<file path="src/sv/slc_pkg.sv">
package slc_pkg;

   localparam int DEFAULT_BUFFER_BYTES = 1024;
   localparam int DEFAULT_COUNT_WIDTH  = 24;
   localparam int LINES_W              = 24;

   localparam logic OP_BYTE = 1'b0;
   localparam logic OP_END  = 1'b1;

   localparam logic [7:0] CH_TAB   = 8'h09;
   localparam logic [7:0] CH_LF    = 8'h0A;
   localparam logic [7:0] CH_VT    = 8'h0B;
   localparam logic [7:0] CH_FF    = 8'h0C;
   localparam logic [7:0] CH_CR    = 8'h0D;
   localparam logic [7:0] CH_SPACE = 8'h20;
   localparam logic [7:0] CH_STAR  = 8'h2A;
   localparam logic [7:0] CH_SLASH = 8'h2F;

   // one chunk leaving the scanner, plus the end marker of the beat
   typedef struct packed {
      logic fire;
      logic is_end;
      logic chunk_done;
      logic is_comment;
      logic is_code;
   } chunk_event_type;

endpackage

</file>
<file path="src/sv/slc_scan.sv">
module slc_scan #(
   parameter int BUFFER_BYTES = slc_pkg::DEFAULT_BUFFER_BYTES
) (
   input  logic                     clock,
   input  logic                     reset,
   input  logic                     fire,
   input  logic                     op,
   input  logic [7:0]               ch,
   output slc_pkg::chunk_event_type evt
);

   localparam int LEN_W = (BUFFER_BYTES > 2) ? $clog2(BUFFER_BYTES) : 1;
   localparam logic [LEN_W:0] LEN_LAST = (LEN_W + 1)'(BUFFER_BYTES - 1);

   logic             in_block_ff, in_block_in;
   logic             prev_slash_ff, prev_slash_in;
   logic             prev_star_ff, prev_star_in;
   logic [LEN_W-1:0] len_ff, len_in;
   logic             has_text_ff, has_text_in;
   logic             saw_open_ff, saw_open_in;
   logic             open_first_ff, open_first_in;
   logic             saw_line_ff, saw_line_in;
   logic             saw_close_ff, saw_close_in;

   logic             is_end;
   logic             blank;
   logic             open_hit;
   logic [LEN_W:0]   len_inc;
   logic             done;
   logic             comment;
   logic             e_text, e_open_first, e_line, e_close;

   assign is_end = (op == slc_pkg::OP_END);

   always_comb begin
      case (ch)
         slc_pkg::CH_TAB, slc_pkg::CH_LF, slc_pkg::CH_VT,
         slc_pkg::CH_FF, slc_pkg::CH_CR, slc_pkg::CH_SPACE: blank = 1'b1;
         default: blank = 1'b0;
      endcase
   end

   assign open_hit = (ch == slc_pkg::CH_STAR) && prev_slash_ff;
   assign len_inc  = {1'b0, len_ff} + (LEN_W + 1)'(1);

   always_comb begin
      // on end, classify the partial chunk with the flags as they stand
      if (is_end) begin
         e_text       = has_text_ff;
         e_open_first = open_first_ff;
         e_line       = saw_line_ff;
         e_close      = saw_close_ff;
         done         = (len_ff != '0);
      end else begin
         e_text       = has_text_ff | ~blank;
         e_open_first = open_first_ff | (open_hit & ~saw_open_ff & ~saw_line_ff);
         e_line       = saw_line_ff | ((ch == slc_pkg::CH_SLASH) & prev_slash_ff);
         e_close      = saw_close_ff | ((ch == slc_pkg::CH_SLASH) & prev_star_ff);
         done         = (ch == slc_pkg::CH_LF) || (len_inc == LEN_LAST);
      end
      comment = e_text & (in_block_ff | e_open_first | e_line);
   end

   always_comb begin
      evt.fire       = fire;
      evt.is_end     = is_end;
      evt.chunk_done = done;
      evt.is_comment = comment;
      evt.is_code    = e_text & ~comment;
   end

   always_comb begin
      in_block_in   = in_block_ff;
      prev_slash_in = prev_slash_ff;
      prev_star_in  = prev_star_ff;
      len_in        = len_ff;
      has_text_in   = has_text_ff;
      saw_open_in   = saw_open_ff;
      open_first_in = open_first_ff;
      saw_line_in   = saw_line_ff;
      saw_close_in  = saw_close_ff;
      if (fire) begin
         if (is_end) begin
            in_block_in = 1'b0;
         end else if (done && e_text) begin
            in_block_in = (in_block_ff | e_open_first) & ~e_close;
         end
         if (is_end || done) begin
            prev_slash_in = 1'b0;
            prev_star_in  = 1'b0;
            len_in        = '0;
            has_text_in   = 1'b0;
            saw_open_in   = 1'b0;
            open_first_in = 1'b0;
            saw_line_in   = 1'b0;
            saw_close_in  = 1'b0;
         end else begin
            prev_slash_in = (ch == slc_pkg::CH_SLASH);
            prev_star_in  = (ch == slc_pkg::CH_STAR);
            len_in        = len_inc[LEN_W-1:0];
            has_text_in   = e_text;
            saw_open_in   = saw_open_ff | open_hit;
            open_first_in = e_open_first;
            saw_line_in   = e_line;
            saw_close_in  = e_close;
         end
      end
   end

   always_ff @(posedge clock) begin
      if (reset) begin
         in_block_ff   <= 1'b0;
         prev_slash_ff <= 1'b0;
         prev_star_ff  <= 1'b0;
         len_ff        <= '0;
         has_text_ff   <= 1'b0;
         saw_open_ff   <= 1'b0;
         open_first_ff <= 1'b0;
         saw_line_ff   <= 1'b0;
         saw_close_ff  <= 1'b0;
      end else begin
         in_block_ff   <= in_block_in;
         prev_slash_ff <= prev_slash_in;
         prev_star_ff  <= prev_star_in;
         len_ff        <= len_in;
         has_text_ff   <= has_text_in;
         saw_open_ff   <= saw_open_in;
         open_first_ff <= open_first_in;
         saw_line_ff   <= saw_line_in;
         saw_close_ff  <= saw_close_in;
      end
   end

`ifndef SYNTHESIS
   a_len_below_last: assert property (@(posedge clock) disable iff (reset)
      {1'b0, len_ff} < LEN_LAST)
      else $error("chunk length reached the cut point without closing");

   a_end_clears_block: assert property (@(posedge clock) disable iff (reset)
      (fire && is_end) |=> (!in_block_ff && len_ff == '0 && !has_text_ff))
      else $error("end beat left chunk or block state behind");

   a_markers_imply_text: assert property (@(posedge clock) disable iff (reset)
      (saw_open_ff || saw_line_ff || saw_close_ff) |-> has_text_ff)
      else $error("marker flag set on a chunk with no text");
`endif

endmodule

</file>
<file path="src/sv/slc_tally.sv">
module slc_tally #(
   parameter int COUNT_WIDTH = slc_pkg::DEFAULT_COUNT_WIDTH
) (
   input  logic                            clock,
   input  logic                            reset,
   input  slc_pkg::chunk_event_type        evt,
   input  logic                            out_stall,
   output logic                            out_busy,
   output logic                            out_valid,
   output logic [slc_pkg::LINES_W-1:0]     out_physical,
   output logic [slc_pkg::LINES_W-1:0]     out_logical,
   output logic [slc_pkg::LINES_W-1:0]     out_comment
);

   localparam logic [COUNT_WIDTH-1:0] COUNT_MAX = '1;

   logic [COUNT_WIDTH-1:0] phys_ff, phys_in, phys_nx;
   logic [COUNT_WIDTH-1:0] code_ff, code_in, code_nx;
   logic [COUNT_WIDTH-1:0] cmt_ff, cmt_in, cmt_nx;
   logic                   valid_ff, valid_in;
   logic [slc_pkg::LINES_W-1:0] phys_out_ff, phys_out_in;
   logic [slc_pkg::LINES_W-1:0] code_out_ff, code_out_in;
   logic [slc_pkg::LINES_W-1:0] cmt_out_ff, cmt_out_in;
   logic                   end_fire;

   // a waiting result only blocks another end beat
   assign out_busy = valid_ff & out_stall;
   assign end_fire = evt.fire & evt.is_end;

   always_comb begin
      phys_nx = phys_ff;
      code_nx = code_ff;
      cmt_nx  = cmt_ff;
      if (evt.chunk_done) begin
         if (phys_ff != COUNT_MAX) phys_nx = phys_ff + COUNT_WIDTH'(1);
         if (evt.is_code && code_ff != COUNT_MAX) code_nx = code_ff + COUNT_WIDTH'(1);
         if (evt.is_comment && cmt_ff != COUNT_MAX) cmt_nx = cmt_ff + COUNT_WIDTH'(1);
      end
   end

   always_comb begin
      phys_in     = phys_ff;
      code_in     = code_ff;
      cmt_in      = cmt_ff;
      phys_out_in = phys_out_ff;
      code_out_in = code_out_ff;
      cmt_out_in  = cmt_out_ff;
      valid_in    = valid_ff & out_stall;
      if (evt.fire) begin
         if (evt.is_end) begin
            phys_in     = '0;
            code_in     = '0;
            cmt_in      = '0;
            phys_out_in = slc_pkg::LINES_W'(phys_nx);
            code_out_in = slc_pkg::LINES_W'(code_nx);
            cmt_out_in  = slc_pkg::LINES_W'(cmt_nx);
            valid_in    = 1'b1;
         end else begin
            phys_in = phys_nx;
            code_in = code_nx;
            cmt_in  = cmt_nx;
         end
      end
   end

   always_ff @(posedge clock) begin
      if (reset) begin
         phys_ff  <= '0;
         code_ff  <= '0;
         cmt_ff   <= '0;
         valid_ff <= 1'b0;
      end else begin
         phys_ff  <= phys_in;
         code_ff  <= code_in;
         cmt_ff   <= cmt_in;
         valid_ff <= valid_in;
      end
   end

   always_ff @(posedge clock) begin
      phys_out_ff <= phys_out_in;
      code_out_ff <= code_out_in;
      cmt_out_ff  <= cmt_out_in;
   end

   assign out_valid    = valid_ff;
   assign out_physical = phys_out_ff;
   assign out_logical  = code_out_ff;
   assign out_comment  = cmt_out_ff;

`ifndef SYNTHESIS
   a_no_overwrite: assert property (@(posedge clock) disable iff (reset)
      !(end_fire && valid_ff && out_stall))
      else $error("end beat overwrote a result still waiting");

   a_end_clears_counts: assert property (@(posedge clock) disable iff (reset)
      end_fire |=> (phys_ff == '0 && code_ff == '0 && cmt_ff == '0 && valid_ff))
      else $error("end beat did not clear counts or raise result");

   a_counts_grow: assert property (@(posedge clock) disable iff (reset)
      !end_fire |=> (phys_ff >= $past(phys_ff) && code_ff >= $past(code_ff)
                     && cmt_ff >= $past(cmt_ff)))
      else $error("count dropped without an end beat");

   a_split_le_physical: assert property (@(posedge clock) disable iff (reset)
      (code_ff <= phys_ff) && (cmt_ff <= phys_ff))
      else $error("class count exceeds physical count");
`endif

endmodule

</file>
<file path="src/sv/source_line_classifier.sv">
// A text beat passes the input register, then updates the scanner's line state;
// an end beat passes the input register and the tally result registers to rsp_*.
// Throughput: one beat per cycle, set by the single input register feeding the
// scanner and counters; a stalled result holds an end beat, and all input behind it.
// Reset (synchronous, active high) clears all line state, counts and valid flags.
module source_line_classifier #(
   parameter int BUFFER_BYTES = slc_pkg::DEFAULT_BUFFER_BYTES,
   parameter int COUNT_WIDTH  = slc_pkg::DEFAULT_COUNT_WIDTH
) (
   input  logic                            clock,
   input  logic                            reset,
   input  logic                            req_valid,
   output logic                            req_stall,
   input  logic                            req_op,
   input  logic [7:0]                      req_ch,
   output logic                            rsp_valid,
   input  logic                            rsp_stall,
   output logic [slc_pkg::LINES_W-1:0]     rsp_physical_lines,
   output logic [slc_pkg::LINES_W-1:0]     rsp_logical_lines,
   output logic [slc_pkg::LINES_W-1:0]     rsp_commented_lines
);

   logic                     in_valid_ff, in_valid_in;
   logic                     in_op_ff, in_op_in;
   logic [7:0]               in_ch_ff, in_ch_in;
   logic                     out_busy;
   logic                     go;
   logic                     load;
   slc_pkg::chunk_event_type evt;

   // hold an end beat while the previous result is still stalled
   assign go        = in_valid_ff & ~((in_op_ff == slc_pkg::OP_END) & out_busy);
   assign req_stall = in_valid_ff & ~go;
   assign load      = req_valid & ~req_stall;

   always_comb begin
      in_valid_in = load | (in_valid_ff & ~go);
      in_op_in    = load ? req_op : in_op_ff;
      in_ch_in    = load ? req_ch : in_ch_ff;
   end

   always_ff @(posedge clock) begin
      if (reset) begin
         in_valid_ff <= 1'b0;
      end else begin
         in_valid_ff <= in_valid_in;
      end
   end

   always_ff @(posedge clock) begin
      in_op_ff <= in_op_in;
      in_ch_ff <= in_ch_in;
   end

   slc_scan #(
      .BUFFER_BYTES(BUFFER_BYTES)
   ) u_scan (
      .clock(clock),
      .reset(reset),
      .fire (go),
      .op   (in_op_ff),
      .ch   (in_ch_ff),
      .evt  (evt)
   );

   slc_tally #(
      .COUNT_WIDTH(COUNT_WIDTH)
   ) u_tally (
      .clock       (clock),
      .reset       (reset),
      .evt         (evt),
      .out_stall   (rsp_stall),
      .out_busy    (out_busy),
      .out_valid   (rsp_valid),
      .out_physical(rsp_physical_lines),
      .out_logical (rsp_logical_lines),
      .out_comment (rsp_commented_lines)
   );

endmodule
</file>
<file path="config.mk">
export PLATFORM = sky130hd
export DESIGN_NAME = source_line_classifier
export DESIGN_NICKNAME = d
export VERILOG_FILES = /design/src/sv/slc_pkg.sv /design/src/sv/slc_scan.sv /design/src/sv/slc_tally.sv /design/src/sv/source_line_classifier.sv
export SDC_FILE = /design/constraint.sdc
export NUM_CORES = 1
export LEC_CHECK = 0
export BUFFER_PORTS_ARGS = -buffer_cell sky130_fd_sc_hd__buf_2
export CAP_MARGIN = 10
export CORE_ASPECT_RATIO = 2
export CORE_UTILIZATION = 45
export DETAILED_ROUTE_END_ITERATION = 16
export SETUP_SLACK_MARGIN = 0.15
export SLEW_MARGIN = 20
export SYNTH_ARGS = -nofsm -noshare
export SYNTH_HDL_FRONTEND = slang
export SYNTH_SLANG_ARGS = --single-unit
</file>
<file path="constraint.sdc">
create_clock -name clock -period 7.6 [get_ports clock]
set_input_delay 1.52 -clock clock [delete_from_list [all_inputs] [get_ports clock]]
set_output_delay 1.52 -clock clock [all_outputs]
set_load 0.005 [all_outputs]
</file>
---- Word-level counts from Yosys, hierarchy flattened ----
Cells that the tools add are included.
storage, ports and cells
  flip-flop bits (word level) ............. 173
  logic and storage cells ................. 101
operators by class
  reduce and logical (&&, ||, !) cells .... 11
  add/subtract/negate cells ............... 4
  bitwise logic cells ..................... 28
  muxes and demuxes ....................... 27
  equal/unequal tests ..................... 12
operator list
  cell                   count
  $mux 24                9
  $add 24x1->24 const B  3
  $ne 24x24->1 const B   3
  $eq 8x4->1 const B     5
  $eq 8x6->1 const B     3
  $mux 1                 17
  $and 1x1->1            12
  $add 10x1->11 const B  1
  $eq 11x10->1 const B   1
  $mux 10                1
  $reduce_bool 10->1     1
  $not 1->1              8
  $or 1x1->1             8
  $reduce_or 6->1        1
  $logic_and 1x1->1      4
  $reduce_and 2->1       2
  $logic_or 1x1->1       2
  $reduce_bool 2->1      1

---- Logic depth before layout (Yosys ltp) ----
Gate-level depths: netlist of the first run.
  depth after elaboration ................. 15
  mapped depth ............................ 11
  gate-level depth less buffers ........... 9

---- Cells and area by module ----
A second synthesis of the first run with hierarchy kept.
unflattened totals
  cell total of the unflattened synthesis .. 910
  area total of the unflattened synthesis .. 8892.3 um^2
modules (own cells, without submodules)
  module                  instances  cells each  area each (um^2)  sequential area each (um^2)
  slc_tally               1          761         7388.3            3623.5
  slc_scan                1          133         1176.1            360.3
  source_line_classifier  1          16          327.8             290.3

---- Worst setup path before layout of the first run ----
No wires, ideal clock.
  path type ............................... input port to flip-flop
  start ................................... in rsp_stall
  end ..................................... reg u_tally.cmt_out_ff (netlist bit u_tally.out_comment[0]), enable pin
  stages on the path ...................... 2
  slack ................................... 3.785 ns
  arrival time ............................ 3.376 ns
  required time ........................... 7.161 ns
  setup time .............................. 0.439 ns
  path through ............................ nand3_1 -> and3_1
on the way
  word-level cells in the longest chain between the ends .. 5
ends and longest elaborated chain
  element                            line                          source
  start, declared                    source_line_classifier.sv:17  input logic rsp_stall,
  $and 1x1->1                        slc_tally.sv:27               assign out_busy = valid_ff & out_stall;
  $and 1x1->1                        source_line_classifier.sv:32  assign go = in_valid_ff & ~((in_op_ff == slc_pkg::OP_END) & out_busy);
  $not 1->1                          source_line_classifier.sv:32
  $and 1x1->1                        source_line_classifier.sv:32
  $reduce_and 2->1 (no source line)  n/a
  end signal, assigned               slc_tally.sv:83               cmt_out_ff <= cmt_out_in;
  end, declared                      slc_tally.sv:23               logic [slc_pkg::LINES_W-1:0] cmt_out_ff, cmt_out_in;
No other way between the ends.
A chain may end at the register's enable or synchronous reset.

---- Worst setup path after layout of the first run ----
  start ................................... in rsp_stall
  end ..................................... out req_stall
on the way
  word-level cells in the longest chain between the ends .. 6
ends and longest elaborated chain
  element        line                          source
  $and 1x1->1    slc_tally.sv:27
  $and 1x1->1    source_line_classifier.sv:32
  $not 1->1      source_line_classifier.sv:32
  $and 1x1->1    source_line_classifier.sv:32
  $not 1->1      source_line_classifier.sv:33  assign req_stall = in_valid_ff & ~go;
  $and 1x1->1    source_line_classifier.sv:33
  end, declared  source_line_classifier.sv:13  output logic req_stall,
No other way between the ends.

==> results.yml, run 1 <==
outcome:
  status: "completed"
timing:
  finalHoldViolCount: 0
  finalCritPeriodShare_pct: 45.6
  min_period_ns: 3.46
  fin_worst_skew_ns: 0.0112
  max_freq_mhz: 289
  setup_tns_ns: 0
  drv_slew: 0
  slew-limit-headroom_pct: 31.6
  worst_pin_slew_ns: 1.03
  rsz0062_at_grt: "no"
  setup_viol: 0
power:
  p_switching_uw: 434
  p_leak_nw: 3.72
  sw_frac_of_total_pct: 22.5
  pwr_density_cell_nw_per_um2: 197
  clkPwrFrac_pct: 44.6
  internal_power_mw: 1.50
  power_frac_seq_pct: 51.2
  ir_worst_vdd_v: 0.000148
  p_comb_share_pct: 4.2
critical_path:
  cp-end-kind: "output port"
  crit_type: "primary input to output port"
  crit_fanout: 3
  worstPathCellList: "buf_2 -> nand4_1 -> inv_1 -> buf_2"
  slowest_stage: "nand4_1"
  cp_slowest_stage_delay_ns: 0.11
  crit_path_start_kind: "primary input"
  cpMostUsedCell: "buf_2"
  required_ns: 6.08
  worstPathArrival_ns: 1.94
route:
  ant_nets: 0
  routed_wl_um: 21500
  drc: 0
  via_per_inst: 5.82
  wire_per_inst_um: 17.6
  num_vias: 7114
  firstDrtPassIters: 5
  first_iter_violations: 336
placed_design:
  dp_hpwl_um: 14600
  numPortBuffers: 86
  routabilityCongestion: 0.861
  placement.cell_area_sq_um: 9250
synth:
  syn-cell-area_sq_um: 8660
  ys.warnings.count: 0
  synth-seq-cells: 173
  synthMostInstantiatedCell: "dfxtp_1"
  synth_edf_count: 81
  syn_avg_cell_area_sq_um: 9.62
  synth_common_cells: "92 x dfxtp_1, 84 x nand2_1, 81 x edfxtp_1"
  ys_types: 78
  ys_seq_area_share_pct: 49.4
  yosysTopAreaCell: "edfxtp_1"
  synth_area_leaders: "edfxtp_1 28%, dfxtp_1 21%, xnor2_1 4.5%"
  synthesis.nets: 919
  synth_cells: 900
  synth_top_area_share_pct: 28.1
  synth_ff_type: "dfxtp_1"
  ys_async_sr_fraction_pct: 0
finish:
  regArea_sq_um: 4270
  diodes: 0
  nets: 973
  design_area_sq_um: 9830
  multiInputGateArea_sq_um: 4110
  fill_cells: 1837
  drive_gt1_share_pct: 16.2
  syn_to_final_growth_pct: 13.5
grt:
  grt_max_degree: 74
  grt_use_total_pct: 22.6
  grt_pass1_vias: 6952
  grt_pass1_wl_um: 34300
  grt-ovfl-total: 0
  grt_antenna_before_repair: 0
clock_tree:
  cts_root_buffer: "clkbuf_16"
  cts_setup_buffers: 0
  cts_max_path_buffers: 2
  clkLatencyLatePin_ns: 0.44
  ctsHtreeMaxLevel: 4
  path_clk_slew_ns: 0.07
  postCtsHoldBufs: 0
  cts-buffers-inserted: 17
  cts_resized: 0
  clock_sinks: 173
  cts_tree: "done"
floorplan:
  fp.dieArea_sq_um: 19800
  core_sq_um: 18800
  initial_utilization_pct: 46.0
  ios: 87
  die_w_um: 100
  rows: 71
  die_h_um: 198
min_path:
  hp-class: "flop to flop"
flow_run:
  drv_cap: 0
==> critical path: cells and delay by family <==
family	cells	cell delay, ns
AND/OR/NAND/NOR	1	0.11
buffers and inverters	3	0.32
==> metrics by stage <==
step           hold WS (ns)  std cells  total power, mW  setup slack [ns]  util (%)
3_5_place_dp          0.460       1190             1.09              4.14      49.1
5_1_grt               0.489       1222             1.99              3.98      52.2
2_1_floorplan         0.429        900             1.06              3.79         -
4_1_cts               0.472       1222             1.96              4.14      52.2
6_report              0.468       1222             1.93              4.14      52.2
3_3_place_gp          0.446       1190             1.09              4.14      49.1
==> layout by cell type (no fill, tap or decap), drive strengths merged, types with 25 or more instances in the layout <==
| cell type | instances |
|---|---|
| nand2 | 85 |
| nand4 | 29 |
| dfxtp | 92 |
| xnor2 | 44 |
| a31oi | 54 |
| nor2 | 72 |
| nor3 | 25 |
| xor2 | 28 |
| buf | 93 |
| a21oi | 27 |
| nand3 | 49 |
| o21ai | 45 |
| edfxtp | 81 |
==> area by class of cell <==
type,count,share of cell area [%]
Clock buffer,20,4.54
Tap cell,255,3.25
Timing Repair Buffer,93,4.91
Multi-Input combinational cell,652,41.8
Sequential cell,173,43.5
Inverter,17,0.649
Clock inverter,12,1.40
==> kinds of logic after synthesis <==
kind of cell	count (synthesis)	share of synthesized area (%)
and+or+nand+nor	360	22.1
adders and majority gates	6	0.867
DFF	173	49.4
buffers and inverters	75	3.47
muxes	2	0.246
xor gates and xnor gates	72	7.28
AOI/OAI and AO/OA	212	16.7
==> layer usage <==
| layer | global-route usage (%) | share of wire, % |
|---|---|---|
| met5 | 0 | 0 |
| met1 | 21.7 | 37 |
| met4 | 12.1 | 3.4 |
| met2 | 44.0 | 56 |
| met3 | 4.59 | 3.3 |
==> state kept, by name, summed over array words and instances (netlist names) <==
signal                flops
u_scan.prev_star_ff       1
u_scan.saw_open_ff        1
u_scan.prev_slash_ff      1
u_tally.phys_ff          24
u_tally.out_physical     24
u_scan.has_text_ff        1
u_scan.saw_close_ff       1
u_tally.out_valid         1
in_valid_ff               1
in_op_ff                  1
in_ch_ff                  8
u_tally.out_logical      24
u_tally.cmt_ff           24
u_tally.code_ff          24
u_scan.in_block_ff        1
u_scan.saw_line_ff        1
u_scan.open_first_ff      1
u_scan.len_ff            10
u_tally.out_comment      24
==> power groups by stage <==
stage,clock [mW],combinational (mW),sequential [mW]
finish,0.862,0.0817,0.989
CTS,0.884,0.0824,0.989
detailed placement,0,0.0823,1.01
floorplan,0,0.0554,1.01
global route,0.911,0.0893,0.990
global placement,0,0.0815,1.01
==> final timing paths <==
| check | start | endpoint | slack (ns) | cells past startpoint |
|---|---|---|---|---|
| hold reg to reg | u_scan.saw_close_ff | u_scan.saw_close_ff | 0.47 | 2 |
| setup reg to reg | in_ch_ff[4] | u_tally.out_comment[21] | 4.18 | 8 |
| hold / removal | u_scan.saw_close_ff | u_scan.saw_close_ff | 0.47 | 2 |
| setup / recovery | rsp_stall | req_stall | 4.14 | 4 |
Power figures use the tool's default switching activity.
==> run 2, diff against run 1 <==
Settings changed: ABC_AREA from default to 1, PLACE_DENSITY from default to 0.65.
Clock period 7.6 ns to 2.8 ns, I/O delays scaled along.
==> run 2 against run 1 <==
Clock-buffer cell count is 2 higher; sequential share of layout area is 6.5 points lower; cell count is 48% higher; wire length is 25% higher; hold slack worse by 0.18 ns; highest routed layer unchanged; non-clock buffer count is 22 higher; register-to-register slack worse by 3.9 ns; global-route usage is 1.2 points higher; flip-flop and latch count stayed put; via count is 32% higher; clock skew is 0.0021 ns lower; largest power group unchanged; first-iteration DRC count is 41% higher.
==> results.yml, run 2 <==
outcome:
  status: "completed"
clock_tree:
  clock_sinks: 173
  path_clk_slew_ns: 0.07
  cts_root_buffer: "clkbuf_16"
  cts_tree: "done"
  ctsHtreeMaxLevel: 4
  cts-buffers-inserted: 17
  cts_max_path_buffers: 2
  clkLatencyLatePin_ns: 0.45
  postCtsHoldBufs: 0
power:
  p_leak_nw: 4.97
  pwr_density_cell_nw_per_um2: 446
  ir_worst_vdd_v: 0.000373
  power_mw: 5.16
synth:
  synth_xor_area_share_pct: 3.74
  ys_types: 33
  synth_compound_area_share_pct: 6.81
  synth_area_leaders: "edfxtp_1 24%, nand2_1 23%, dfxtp_1 18%"
  synth_top_area_share_pct: 23.6
  ys_seq_area_share_pct: 41.5
  synthesis.nets: 1471
  synthMostInstantiatedCell: "nand2_1"
  ys.warnings.count: 0
  synth_edf_count: 81
  yosysTopAreaCell: "edfxtp_1"
  syn_avg_cell_area_sq_um: 7.09
  synthSimpleGateAreaFrac_pct: 39.3
  syn-cell-area_sq_um: 10300
  ys_async_sr_fraction_pct: 0
  synth-seq-cells: 173
  synth_cells: 1452
  synth_adder_area_share_pct: 0.729
  synth_common_cells: "624 x nand2_1, 111 x inv_1, 101 x nor2_1"
  synthMuxAreaShare_pct: 0
  synth_top_family_by_area: "simple AND/OR/NAND/NOR gates"
  synth_ff_type: "dfxtp_1"
placed_design:
  dp_cells: 1779
  post-place-ws_ns: 0.268
  dp_hpwl_um: 18500
  routabilityCongestion: 0.940
  numPortBuffers: 86
route:
  ant_nets: 0
  routed_wl_um: 26900
  first_iter_violations: 473
  via_per_inst: 5.18
  drc: 0
  wire_per_inst_um: 14.8
  num_vias: 9392
  firstDrtPassIters: 5
timing:
  finalCritPeriodShare_pct: 88.6
  setup_tns_ns: 0
  worst_pin_slew_ns: 0.669
  max_freq_mhz: 403
  min_period_ns: 2.48
  setup_viol: 0
  rsz0062_at_grt: "yes"
  finalHoldViolCount: 0
  setup_slack_ns: 0.318
  slew-limit-headroom_pct: 54.9
  fin_worst_skew_ns: 0.00906
  drv_slew: 0
grt:
  grt-ovfl-total: 0
  grt_pass1_vias: 9234
  grt_max_degree: 71
  grt_use_total_pct: 23.8
  grt_pass1_wl_um: 43300
  grt_antenna_before_repair: 0
min_path:
  hp-start: "req_ch[2]"
  hp-class: "primary input to flop"
  hold_depth: 1
critical_path:
  crit_path_start_kind: "flop"
  startpoint: "u_tally.phys_ff[0]"
  worstPathArrival_ns: 2.87
  rr_startpoint: "u_tally.phys_ff[0]"
  r2r_cells: 11
  crit_buf_inv: 1
  crit_type: "flop to flop"
  cpMostUsedCell: "nand2_1"
  slowest_stage: "dfxtp_1"
  required_ns: 3.19
  cp_slowest_stage_delay_ns: 0.49
  crit_cells: 11
  crit_fanout: 11
  worstPathCellList: "ha_1 -> nand2_1 -> nor2_2 -> nand4_1 -> nor2_4 -> clkinvlp_4 -> nand2_1 -> nand2_1 -> nand2_2 -> nand2_1 -> a21oi_2"
  crit_family: "simple AND/OR/NAND/NOR gates"
  cp-end-kind: "flop"
finish:
  nets: 1539
  diodes: 0
  layout_common_cells: "623 x nand2_1, 109 x inv_1, 100 x nor2_1, 92 x dfxtp_1, 85 x buf_2"
  final_common_cell: "nand2_1"
  syn_to_final_growth_pct: 12.4
  drive_gt1_share_pct: 17.6
  final_core_utilization_pct: 51.3
  fin_cells: 1813
floorplan:
  core_sq_um: 22500
  ios: 87
  initial_utilization_pct: 45.7
  die_w_um: 109
  die_h_um: 216
  rows: 78
  fp.dieArea_sq_um: 23500
flow_run:
  drv_cap: 0
-- run 2: what timing repair did --
action	in CTS	in global routing
gates resized for setup	0	5
hold endpoints to repair	0	0
endpoints found under the setup margin	0	25
buffers inserted	0	0
-- run 2: cell families (layout without fill, tap and decap cells) --
| logic type | after synthesis | after routing |
|---|---|---|
| xor+xnor | 44 | 44 |
| flops | 173 | 173 |
| fa+ha+maj | 6 | 6 |
| buf+inv | 180 | 261 |
| simple gates | 937 | 937 |
| compound gates | 112 | 112 |
-- run 2: worst paths after layout --
check,slack (ns),to
worst min register to register,0.45,u_scan.open_first_ff
worst min-delay path,0.29,in_ch_ff[2]
worst max-delay path,0.32,u_tally.phys_ff[16]
worst max register to register,0.32,u_tally.phys_ff[16]
-- run 2: power by group --
part           switching [mW]  total [mW]  internal (mW)
sequential             0.0123        2.67           2.66
clock                   0.991        2.20           1.20
combinational           0.219       0.291         0.0712
-- run 2: layout make-up --
cell class                 instances  area [sq um]
clock buffer                      22           475
clock inverter                    10          63.8
fill                            2247         11000
inverter                         113           432
multi-input combinational       1099          5220
sequential                       173          4270
tap                              280           350
timing repair buffer             115           743
timing repair inverter             1          7.51
-- run 2: through the flow --
stage | cell area, sq um | hold slack [ns]
2_1_floorplan | 10300 | 0.425
3_3_place_gp | 11000 | 0.448
3_5_place_dp | 11000 | 0.447
4_1_cts | 11500 | 0.261
5_1_grt | 11600 | 0.269
6_report | 11600 | 0.286
-- run 2: worst register-to-register path, delay by kind of cell, from the launching register on --
kind | cells | cell delay [ns]
AOI/OAI and AO/OA | 1 | 0.11
adders and majority gates | 1 | 0.28
buffers and inverters | 1 | 0.30
DFF | 1 | 0.49
and+or+nand+nor | 8 | 1.23
-- run 2: metal layers --
layer / vias up / wire length [um] / GRT usage, %
li1: 4749 / - / -
met1: 4383 / 10100 / 23.5
met2: 181 / 14800 / 44.7
met3: 79 / 762 / 4.50
met4: 0 / 1210 / 13.5
met5: - / 0 / 0
==> run 3, diff against run 2 <==
Settings changed: PLACE_DENSITY 0.65 to 0.66, SYNTH_HIERARCHICAL from default to 1.
==> run 3 against run 2 <==
Hold slack improved by 0.013 ns; synthesized cell count decreased by 22%; setup slack got worse by 0.15 ns; clock-buffer cell count decreased by 3; register-to-register slack got worse by 0.15 ns; design area decreased by 7.9%; sequential share of layout area increased by 3.3 points; total power increased by 3.5%; global-route usage decreased by 1.5 points; utilization increased by 3.9 points; via count decreased by 18%; wire length decreased by 20%; largest power group unchanged.
==> results.yml, run 3 <==
outcome:
  status: "completed"
placed_design:
  numPortBuffers: 86
  dp_hpwl_um: 15200
  placement.cell_area_sq_um: 9720
  dp_cells: 1478
  routabilityCongestion: 0.908
  post-place-ws_ns: 0.0388
grt:
  grt_use_total_pct: 22.3
  grt_pass1_vias: 7697
  use_met1_pct: 22.2
  grt_pass1_wl_um: 35400
  grt.met3_usage_pct: 4.04
  busiest_layer: "met2"
  grt_max_degree: 73
  grtUsageMet2_pct: 42.4
  grt_antenna_before_repair: 0
  grt-ovfl-total: 0
critical_path:
  required_ns: 3.00
  worstPathCellList: "nand3_2 -> inv_1 -> nand2_1 -> nand2_1 -> nand2_1 -> nor2_1 -> nand2_2 -> nand2_4 -> inv_2 -> a31oi_1 -> buf_4 -> nand2_4 -> nor2_1 -> nand2_1 -> nor2_4 -> nand3_4 -> nor2_2 -> nand2_1 -> and2_1"
  crit_path_start_kind: "flop"
  r2r_setup_slack_ns: 0.16
  cpMostUsedCell: "nand2_1"
  crit_fanout: 5
  r2r_cells: 19
  rr_startpoint: "u_scan/len_ff[2]"
  crit_type: "flop to flop"
  slowest_stage: "dfxtp_4"
  worstPathArrival_ns: 2.83
  r2r-end: "u_tally/out_comment[21]"
  cp-end-kind: "flop"
  cp_slowest_stage_delay_ns: 0.39
floorplan:
  rows: 72
  fp.dieArea_sq_um: 20300
  die_w_um: 101
  initial_utilization_pct: 46.0
  core_sq_um: 19300
  ios: 87
  die_h_um: 200
synth:
  synth-seq-cells: 173
  synth_ff_type: "dfxtp_1"
  synth_edf_count: 81
  ys.warnings.count: 6
  syn_avg_cell_area_sq_um: 7.80
  synthesis.nets: 1155
  synth_area_leaders: "edfxtp_1 27%, dfxtp_1 21%, nand2_1 15%"
  ys_async_sr_fraction_pct: 0
  synth_top_family_by_area: "simple AND/OR/NAND/NOR gates"
  synthMuxAreaShare_pct: 0
  synth_adder_area_share_pct: 0.847
  synth_common_cells: "350 x nand2_1, 119 x inv_1, 92 x dfxtp_1"
  synth_top_area_share_pct: 27.5
  yosysTopAreaCell: "edfxtp_1"
  synthMostInstantiatedCell: "nand2_1"
  ys_seq_area_share_pct: 48.2
  syn-cell-area_sq_um: 8860
  synthSimpleGateAreaFrac_pct: 33.5
  synth_cells: 1136
  ys_types: 44
  synth_compound_area_share_pct: 7.34
  synth_xor_area_share_pct: 2.63
finish:
  layout_common_cells: "342 x nand2_1, 116 x inv_1, 86 x buf_2, 85 x dfxtp_1"
  drive_gt1_share_pct: 22.3
  final_common_cell: "nand2_1"
  design_area_sq_um: 10700
  syn_to_final_growth_pct: 20.3
  fin_cells: 1515
  diodes: 0
  nets: 1262
power:
  pwr_density_cell_nw_per_um2: 501
  ir_worst_vdd_v: 0.000414
  p_leak_nw: 4.18
route:
  via_per_inst: 5.11
  num_vias: 7742
  wire_per_inst_um: 14.2
  routed_wl_um: 21600
  firstDrtPassIters: 5
  drc: 0
  ant_nets: 0
  first_iter_violations: 354
timing:
  fin_worst_skew_ns: 0.00891
  slew-limit-headroom_pct: 55.6
  finalCritPeriodShare_pct: 94.2
  finalHoldViolCount: 0
  worst_pin_slew_ns: 0.665
  drv_slew: 0
  rsz0062_at_grt: "yes"
  max_freq_mhz: 379
  min_period_ns: 2.64
  setup_viol: 0
  setup_slack_ns: 0.164
  hold_ws_ns: 0.298
clock_tree:
  cts-buffers-inserted: 17
  cts_max_path_buffers: 2
  ctsHtreeMaxLevel: 4
  cts_root_buffer: "clkbuf_16"
  cts_tree: "done"
  clock_sinks: 173
  path_clk_slew_ns: 0.07
  clkLatencyLatePin_ns: 0.44
  postCtsHoldBufs: 0
min_path:
  hp-start: "req_op"
  hold_path_end: "in_op_ff"
  hold_depth: 1
  hp-class: "primary input to flop"
flow_run:
  drv_cap: 0
==> run 3: cell count changes in the layout (fill, tap and decap cells not counted), moves of 8 or more <==
cell     previous run  this run
a21oi_1            61        78
a21oi_2            27        14
and2_1              1        18
buf_4              23        33
inv_2               1         9
nand2_1           623       342
nand2_2            75        21
nand3_1            38        81
nand3_2             6        15
nand4_1            66        35
nor2_1            100        69
nor2_2              5        16
xor2_1             32         8
==> run 3: timing repair <==
action                                 CTS  global route
gates resized for setup                  9            70
setup endpoints to repair               39           107
setup buffers                            0             5
cloned                                   0             0
endpoints found under the hold margin    0             0
pin swaps                                1            28
==> run 3: final cells by class <==
type	instances	area (sq um)
tap	259	324
clock inverter	13	164
multi-input combinational	801	4220
timing repair buffer	122	729
fill	1850	8620
sequential	173	4290
inverter	128	488
clock buffer	19	443
==> run 3: how the worst max path moves through the flow <==
stage                      from  slack (ns)  depth (start not counted)                 endpoint
2_1_floorplan  u_scan/len_ff[1]        0.17                         20  u_tally/out_logical[18]
3_3_place_gp   u_scan/len_ff[1]        0.07                         20  u_tally/out_comment[21]
3_5_place_dp   u_scan/len_ff[1]        0.04                         18  u_tally/out_logical[17]
4_1_cts        u_scan/len_ff[1]        0.16                         20  u_tally/out_comment[21]
5_1_grt        u_scan/len_ff[3]       -0.04                         19  u_tally/out_comment[21]
6_report       u_scan/len_ff[2]        0.16                         19  u_tally/out_comment[21]
==> run 3: per-layer routing <==
layer	routed length, um	vias up
met2	11900	156
met4	817	0
li1	-	3906
met3	630	56
met5	0	-
met1	8250	3624
==> run 3: stage by stage <==
stage | setup TNS, ns | power (mW) | util, %
6_report | 0 | 5.34 | 55.3
5_1_grt | -0.183 | 5.50 | 55.3
4_1_cts | 0 | 5.39 | 53.7
3_5_place_dp | 0 | 2.94 | 50.4
3_3_place_gp | 0 | 2.94 | 50.4
2_1_floorplan | 0 | 2.86 | -
==> run 3: logic make-up after synthesis <==
family | Yosys count
xor+xnor | 24
simple gates | 650
compound gates | 121
buf+inv | 162
flops | 173
fa+ha+maj | 6
==> run 3: report_power, final <==
| part | internal (mW) | total, mW | switching [mW] |
|---|---|---|---|
| clock network | 1.43 | 2.44 | 1.00 |
| registers | 2.66 | 2.67 | 0.0140 |
| logic | 0.0664 | 0.228 | 0.162 |
| total | 4.16 | 5.34 | 1.18 |
==> run 3: critical path, delay by kind of cell, from the launching register on <==
| family | cells | cell delay (ns) |
|---|---|---|
| AO/OA/AOI/OAI | 1 | 0.12 |
| buffers and inverters | 3 | 0.37 |
| flip-flops | 1 | 0.39 |
| AND/OR/NAND/NOR | 15 | 1.50 |
